`src/design/mrl2_pkg.sv`:
```
// ----------------------------------------------------------------------------
// mrl2_pkg
// Shared types and constants for the relative L2 error sum block: transaction
// payloads, controller states and the command/status bundles.
// ----------------------------------------------------------------------------
`default_nettype none

package mrl2_pkg;

    // Fixed widths of the transaction fields and of the internal state.
    localparam int FIELD_W  = 32;
    localparam int ETA_W    = 32;
    localparam int SUM_W    = 48;
    localparam int ENERGY_W = 64;
    localparam int ROOT_W   = 32;

    // Defaults for the top-level parameters.
    localparam int DATA_WIDTH_DEF = 32;
    localparam int FRAC_BITS_DEF  = 16;

    // Value of the offset register after reset.
    localparam logic [ETA_W-1:0] ETA_RESET = ETA_W'(66);

    // Largest value of the running total.
    localparam logic [SUM_W-1:0] SUM_MAX = {SUM_W{1'b1}};

    // Input transaction: one computed and one reference coefficient.
    typedef struct packed {
        logic signed [FIELD_W-1:0] var_re;
        logic signed [FIELD_W-1:0] var_im;
        logic signed [FIELD_W-1:0] ref_re;
        logic signed [FIELD_W-1:0] ref_im;
        logic                      end_of_mode;
        logic                      end_of_all;
    } in_item_t;

    // Output transaction: the total and the saturation flag.
    typedef struct packed {
        logic [SUM_W-1:0] error_sum;
        logic             saturated;
    } out_item_t;

    // Controller states.
    typedef enum logic [3:0] {
        S_IDLE,
        S_MUL_RE,
        S_MUL_IM,
        S_ACC_IM,
        S_ROOT_VAR,
        S_WAIT_VAR,
        S_ROOT_REF,
        S_WAIT_REF,
        S_DIVIDE,
        S_WAIT_DIV,
        S_ADD,
        S_EMIT
    } ctrl_state_t;

    // Commands from the controller to the datapath.
    typedef struct packed {
        logic load;
        logic mul_en;
        logic mul_sel_im;
        logic acc;
        logic sqrt_start;
        logic sqrt_sel_ref;
        logic take_err;
        logic div_start;
        logic add_quot;
        logic emit;
    } ctrl_cmd_t;

    // Status from the datapath to the controller.
    typedef struct packed {
        logic sqrt_busy;
        logic sqrt_done;
        logic div_busy;
        logic div_done;
        logic mode_end;
        logic run_end;
        logic out_free;
    } ctrl_status_t;

endpackage

`default_nettype wire

```
`src/design/mrl2_ctrl.sv`:
```
// ----------------------------------------------------------------------------
// mrl2_ctrl
// Controller state machine: sequences squaring, accumulation, the two roots,
// the division, the total update and the result hand-off.
// ----------------------------------------------------------------------------
`default_nettype none

module mrl2_ctrl
    import mrl2_pkg::*;
(
    input  wire logic         clk,
    input  wire logic         rst_n,
    input  wire logic         in_valid,
    output logic              in_stall,
    input  wire ctrl_status_t status,
    output ctrl_cmd_t         cmd
);

    ctrl_state_t state_reg, state_next;

    // Next-state logic.
    always_comb
    begin
        state_next = state_reg;
        case (state_reg)
            S_IDLE:     if (in_valid) state_next = S_MUL_RE;
            S_MUL_RE:   state_next = S_MUL_IM;
            S_MUL_IM:   state_next = S_ACC_IM;
            S_ACC_IM:   state_next = status.mode_end ? S_ROOT_VAR : S_IDLE;
            S_ROOT_VAR: state_next = S_WAIT_VAR;
            S_WAIT_VAR: if (status.sqrt_done) state_next = S_ROOT_REF;
            S_ROOT_REF: state_next = S_WAIT_REF;
            S_WAIT_REF: if (status.sqrt_done) state_next = S_DIVIDE;
            S_DIVIDE:   state_next = S_WAIT_DIV;
            S_WAIT_DIV: if (status.div_done) state_next = S_ADD;
            S_ADD:      state_next = status.run_end ? S_EMIT : S_IDLE;
            S_EMIT:     if (status.out_free) state_next = S_IDLE;
            default:    state_next = S_IDLE;
        endcase
    end

    // Output logic.
    always_comb
    begin
        cmd      = '0;
        in_stall = (state_reg != S_IDLE);
        case (state_reg)
            S_IDLE:     cmd.load = in_valid;
            S_MUL_RE:   cmd.mul_en = 1'b1;
            S_MUL_IM:
            begin
                cmd.mul_en     = 1'b1;
                cmd.mul_sel_im = 1'b1;
                cmd.acc        = 1'b1;
            end
            S_ACC_IM:   cmd.acc = 1'b1;
            S_ROOT_VAR: cmd.sqrt_start = 1'b1;
            S_WAIT_VAR: cmd.take_err = status.sqrt_done;
            S_ROOT_REF:
            begin
                cmd.sqrt_start   = 1'b1;
                cmd.sqrt_sel_ref = 1'b1;
            end
            S_WAIT_REF: cmd.div_start = status.sqrt_done;
            S_DIVIDE:   cmd.div_start = 1'b0;
            S_WAIT_DIV: cmd.add_quot = 1'b0;
            S_ADD:      cmd.add_quot = 1'b1;
            S_EMIT:     cmd.emit = status.out_free;
            default:    cmd = '0;
        endcase
    end

    // State register.
    always_ff @(posedge clk or negedge rst_n)
    begin
        if (!rst_n)
        begin
            state_reg <= S_IDLE;
        end
        else
        begin
            state_reg <= state_next;
        end
    end

    // The root unit is only started when it is free.
    a_sqrt_free: assert property (@(posedge clk) disable iff (!rst_n)
        cmd.sqrt_start |-> !status.sqrt_busy)
        else $error("square root started while busy");

    // The divider is only started when it is free.
    a_div_free: assert property (@(posedge clk) disable iff (!rst_n)
        cmd.div_start |-> !status.div_busy)
        else $error("division started while busy");

    // A result is only loaded when the output register can take it.
    a_emit_free: assert property (@(posedge clk) disable iff (!rst_n)
        cmd.emit |-> status.out_free)
        else $error("result loaded over a pending transaction");

endmodule

`default_nettype wire

```
`config.mk`:
```
export PLATFORM = sky130hd
export DESIGN_NAME = mrl2_ctrl
export DESIGN_NICKNAME = d
export VERILOG_FILES = /design/src/design/mrl2_pkg.sv /design/src/design/mrl2_ctrl.sv
export SDC_FILE = /design/constraint.sdc
export NUM_CORES = 1
export LEC_CHECK = 0
export BUFFER_PORTS_ARGS = -buffer_cell sky130_fd_sc_hd__buf_2
export CAP_MARGIN = 20
export CORE_AREA = 2 2 39 41
export DETAILED_ROUTE_END_ITERATION = 8
export DIE_AREA = 0 0 41 43
export PLACE_DENSITY = 0.57
export SKIP_CTS_REPAIR_TIMING = 1
export SYNTH_ARGS = -nofsm -noshare
export SYNTH_HDL_FRONTEND = slang
export SYNTH_SLANG_ARGS = --single-unit
```
`constraint.sdc`:
```
create_clock -name clk -period 4.5 [get_ports clk]
set_clock_uncertainty 0.1 [all_clocks]
set_input_delay 0.225 -clock clk [delete_from_list [all_inputs] [get_ports clk]]
set_output_delay 0.225 -clock clk [all_outputs]
set_load 0.01 [all_outputs]
```
==> qor.csv, run 1 <==
metric;value;unit
status;finished clean;
Tmin final;1.918;ns
Most used DFF post-synth;dfrtp_1;
Top Ports;21;
largest family of logic cells by synthesized area;simple AND/OR/NAND/NOR gates;
DR pass1 iterations;2;
DP Wirelength;633.2;um
M2 GR Usage;15.94;%
Worst Max-Slew Pin Slew;0.3817;ns
Mapped Cells;49;
Worst Path Arrival;1.93;ns
asr flop ratio synth;100.0;%
post-synthesis mux area share;6.920;%
Max-Cap Viols;0;
Crit. End Element;flip-flop;
Reg clk slew, reported paths;0.04;ns
final std cells w/o fill;84;
Cell Count Post-Placement;80;
I/O Buffers;18;
Worst Hold End;state_reg[0];
RSZ-0062 raised after global routing;no;
Synthesized Nets;59;
Slew headroom;74.55;%
M3 GR Usage;6.283;%
vias in the first global route;350;
Max IR drop VDD;0.2424;mV
Max Slew Vio Count;0;
most instantiated library cell after synthesis;nor2_1;
Root Driver;clkbuf_4;
die area;1763;um^2
Power Total;0.3155;mW
Post-Syn Area;361.6;um^2
reg2reg end;state_reg[1];
final setup vio count;0;
Largest register FFs;4;
post-synth top area share;27.68;%
Worst-Skew Late Latency;0.23;ns
antenna violations before repair;0;
Worst Hold Depth;3;
fin area;490.5;um^2
synthesis-stage register bit count;4;
post-synthesis adder-cell area fraction;0;%
max incr delay on CP;0.59;ns
post-synthesis simple-gate area fraction;35.29;%
DRC viols;0;
minimum hold slack;0.1812;ns
GRT met1 Usage;13.27;%
area leader, netlist;dfrtp_1;
setup ws final;2.582;ns
cells along the critical path;or4_4, a21oi_2, a31oi_1, mux2_4;
Die H;43;um
Core Rows;14;
CP Data Required Time;4.51;ns
R2R Setup Slk;2.58;ns
CTS tree;yes;
P per Cell Area;643.3;nW/um^2
post-synth cell types;26;
top post-synthesis cells by count;nor2_1 (8), nand2_1 (5), dfrtp_1 (4);
Mapped Avg Cell Area;7.380;um^2
Critical Path Start Type;flip-flop;
total number of vias;402;
Synth-to-Final Area Change;35.64;%
Global Route Usage Sum;11.07;%
static leakage;0.2477;nW
Final Hold Fails;0;
Crit Path Class;reg -> reg;
Final Core Density;35.44;%
pre-CTS setup slack;2.582;ns
antenna diode count;0;
Die W;41;um
number of buffers created by CTS;3;
period utilization;42.62;%
gpl congestion;0.7537;
GRT busiest layer;met2;
DR vias/cell;4.786;
Core Region;1384;um^2
Post-synth EDFFs;0;
yosys warns;0;
CP Max Fanout;12;
Critical R2R Launch;state_reg[1];
grt ovf;0;
Tightest Hold Check Type;in -> reg;
Initial DRC Count;4;
placed inst area;457.9;um^2
Max clock buf depth;2;
layout cells sized above 1;36.76;%
setup TNS;0;ns
first-pass GRT wire length;1324;um
post-detailed-route wirelength per cell;9.905;um
Total Wirelength;832;um
Fmax achieved;521.4;MHz
largest net degree at the start of global routing;14;
clk sinks;4;
top cells by area, synth;dfrtp_1 (28%), nor2_1 (8.3%), nand2_1 (5.2%);
sequential share of the synthesized area;27.68;%
Critical Path Slowest Stage Cell;or4_4;
xor and xnor fraction of the mapped netlist area;0;%
cells on worst reg2reg path;4;
ANT nets after route;0;
Initial Utilization;26.13;%
H-tree depth;1;
post-synthesis compound-gate area fraction;24.22;%
hold_sp;in_valid;
final net count;80;
==> cell families after synthesis <==
| group | count (synthesis) |
|---|---|
| and+or+nand+nor | 25 |
| DFF | 4 |
| muxes | 2 |
| buffers and inverters | 5 |
| AOI/OAI and AO/OA | 13 |
==> worst max-delay path by stage <==
stage	startpoint	endpoint	slack, ns	cells after the start
after CTS	state_reg[1]	state_reg[1]	2.57	4
after global placement	state_reg[1]	state_reg[1]	2.57	4
final	state_reg[1]	state_reg[1]	2.58	4
after global routing	state_reg[1]	state_reg[1]	2.48	4
after floorplan	state_reg[1]	state_reg[1]	2.82	4
after detailed placement	state_reg[1]	state_reg[1]	2.58	4
==> cell type report <==
| class | count | area, um^2 |
|---|---|---|
| clock buffers | 3 | 22.52 |
| fillers | 164 | 893.4 |
| inverters | 2 | 7.507 |
| multi-input cells | 40 | 240.2 |
| flip-flops and latches | 4 | 100.1 |
| well taps | 16 | 20.02 |
| repair buffers | 19 | 100.1 |
==> power breakdown <==
| group | switching (mW) | internal, mW |
|---|---|---|
| clock network | 0.0137 | 0.0298 |
| registers | 0.0456 | 0.0514 |
| logic | 0.0840 | 0.0911 |
| total | 0.143 | 0.172 |
==> per-layer routing <==
layer / vias up / share of wire, %
li1: 212 / -
met1: 181 / 47
met2: 9 / 48
met3: 0 / 4.1
met4: 0 / 0
met5: - / 0
==> worst max-delay path, delay by kind of cell (launching register included) <==
family	cells	cell delay (ns)
DFF	1	0.50
and+or+nand+nor	1	0.59
AOI/OAI and AO/OA	2	0.28
muxes	1	0.33
==> cell usage in the layout (no fill, tap or decap), types with 2 or more instances in the layout <==
cell and count:
inv_1 2, o21ai_0 2, a21oi_1 3, dfrtp_1 4, nand2_1 5, nor3_1 2, nand2b_1 2, a21o_1 2
nor2_1 8, buf_2 18, clkbuf_4 3, nand3_1 2
(Power assumes the default switching activity.)
==> run 2: changes to the inputs <==
--- a/config.mk
+++ b/config.mk
@@ -10,7 +10,7 @@
 export CORE_AREA = 2 2 39 41
 export DETAILED_ROUTE_END_ITERATION = 8
 export DIE_AREA = 0 0 41 43
-export PLACE_DENSITY = 0.57
+export PLACE_DENSITY = 0.59
 export SKIP_CTS_REPAIR_TIMING = 1
 export SYNTH_ARGS = -nofsm -noshare
 export SYNTH_HDL_FRONTEND = slang
==> constraint.sdc (replaced) <==
create_clock -name clk -period 1.54 [get_ports clk]
set_clock_uncertainty 0.1 [all_clocks]
set_input_delay 0.077 -clock clk [delete_from_list [all_inputs] [get_ports clk]]
set_output_delay 0.077 -clock clk [all_outputs]
set_load 0.01 [all_outputs]
==> run 2 against run 1 <==
Compared with the run above:
- largest cell class unchanged
- cell count grew 6.0%
- via count grew 10%
- die area is the same
- maximum frequency grew 17%
- critical endpoint unchanged
- wire length grew 24%
- power grew to 3.3 times the previous value
- the run now ends with negative setup slack left
- non-clock buffer count grew 5
- largest power group unchanged
==> qor.csv, run 2 (same netlist as run 1, synthesis figures left out) <==
metric;value;unit;change
Worst Path Arrival;1.66;ns;-0.27 ns
DP Wirelength;794.5;um;+25%
Crit Path Class;reg -> reg;;
Critical Path Start Type;flip-flop;;
antenna diode count;0;;unchanged
sequential power share;16.8;%;-14 points
cells along the critical path;or4_4, a21oi_4, a31oi_2, mux2_4;;
commonest non-fill, non-tap cells in the layout;buf_2 (18), nor2_1 (8), nand2_1 (5), buf_4 (5), dfrtp_1 (4);;
vias in the first global route;356;;+1.7%
first-pass GRT wire length;1490;um;+13%
Worst-Skew Late Latency;0.24;ns;about the same
RSZ-0062 raised after global routing;yes;;
Clock power frac;12.9;%;-0.9 points
number of buffers created by CTS;3;;unchanged
fraction of power consumed by combinational cells;70.3;%;+15 points
Critical Path Slowest Stage Cell;or4_4;;
Die W;41;um;unchanged
max incr delay on CP;0.53;ns;-0.06 ns
clk sinks;4;;unchanged
final setup vio count;1;;+1
Max Slew Vio Count;0;;unchanged
antenna violations before repair;0;;unchanged
Top Ports;21;;unchanged
Root Driver;clkbuf_4;;
grt ovf;0;;unchanged
Tmin final;1.633;ns;-0.2853 ns
setup ws final;-0.09273;ns;-2.675 ns
Final Hold Fails;0;;unchanged
Max IR drop VDD;0.7093;mV;+190%
Sw Ratio;44.51;%;-0.90 points
ANT nets after route;0;;unchanged
setup TNS;-0.09273;ns;-0.09273 ns
total number of vias;442;;+10%
period utilization;106.0;%;+63 points
status;finished, violations left;;
Reg clk slew, reported paths;0.04;ns;about the same
final net count;85;;+6.3%
Core Region;1384;um^2;unchanged
# fillers;146;;-11%
layout cells sized above 1;42.47;%;+5.7 points
H-tree depth;1;;unchanged
Initial Utilization;26.13;%;unchanged
leading cell type in the layout, fill and taps excluded;buf_2;;
Power Total;1.044;mW;+230%
Slew headroom;85.38;%;+11 points
CTS tree;yes;;
Die H;43;um;unchanged
Worst Max-Slew Pin Slew;0.2132;ns;-0.1685 ns
Largest register FFs;4;;unchanged
Tightest Hold Check Type;in -> reg;;
Psw;0.4645;mW;+220%
Max clock buf depth;2;;unchanged
static leakage;0.2746;nW;+11%
largest net degree at the start of global routing;13;;-1
die area;1763;um^2;unchanged
Crit. End Element;flip-flop;;
post-detailed-route wirelength per cell;11.60;um;+17%
I/O Buffers;18;;unchanged
gpl congestion;0.7996;;+6.1%
DR pass1 iterations;4;;+2
Pint;0.5791;mW;+240%
Max-Cap Viols;0;;unchanged
Fmax achieved;612.5;MHz;+17%
Core Rows;14;;unchanged
DRC viols;0;;unchanged
CP Data Required Time;1.57;ns;-2.94 ns
violations in the final reports;negative setup slack;;
P per Cell Area;1926;nW/um^2;+200%
Global Route Usage Sum;12.98;%;+1.9 points
CP Max Fanout;2;;-10
Total Wirelength;1032;um;+24%
Synth-to-Final Area Change;49.83;%;
Initial DRC Count;13;;+9
DR vias/cell;4.966;;+3.8%
run 2: cell type report:
class                   count  area [um^2]  area share, %
multi-input cells          40        254.0          46.88
flip-flops and latches      4        100.1          18.48
inverters                   2        7.507          1.386
repair buffers             24        137.6          25.40
well taps                  16        20.02          3.695
clock buffers               3        22.52          4.157
run 2: path summary, 6_finish.rpt:
path / from / endpoint / slack [ns] / cells past startpoint
min in group asynchronous: rst_n / state_reg[3] / 0.07 / 2
max: state_reg[0] / state_reg[1] / -0.09 / 4
max in group asynchronous: rst_n / state_reg[0] / 1.13 / 2
min: in_valid / state_reg[0] / 0.06 / 3
max reg2reg: state_reg[0] / state_reg[1] / -0.09 / 4
min reg2reg: state_reg[3] / state_reg[2] / 0.51 / 2
run 2: power groups by stage:
| stage | clock network [mW] | registers [mW] | logic [mW] |
|---|---|---|---|
| floorplan | 0 | 0.187 | 0.474 |
| global placement | 0 | 0.175 | 0.707 |
| CTS | 0.140 | 0.177 | 0.711 |
| finish | 0.135 | 0.176 | 0.733 |
| global route | 0.143 | 0.180 | 0.807 |
| detailed placement | 0 | 0.179 | 0.708 |
run 2: through the flow:
step	std cells	hold slack [ns]	utilization [%]	setup slack (ns)	area (um^2)
2_1_floorplan	49	-0.3186	-	-0.09995	361.6
3_3_place_gp	85	-0.2101	35.80	-0.06671	495.5
5_1_grt	89	0.08287	39.15	-0.1493	541.8
6_report	89	0.05992	39.15	-0.09273	541.8
3_5_place_dp	85	-0.2059	35.80	-0.1121	495.5
4_1_cts	88	-0.4670	37.43	-0.1096	518.0
run 2: per-layer routing:
layer	global-route usage (%)	wire [um]	vias up
met1	15.21	444	194
met4	10.00	19	0
met5	0	0	-
met2	20.00	514	21
li1	-	-	225
met3	1.571	54	2
run 2: worst max-delay path: cells and delay by family, from the launching register on:
family / cells / cell delay [ns]
AND/OR/NAND/NOR: 1 / 0.53
flip-flops: 1 / 0.37
multiplexers: 1 / 0.31
AO/OA/AOI/OAI: 2 / 0.22
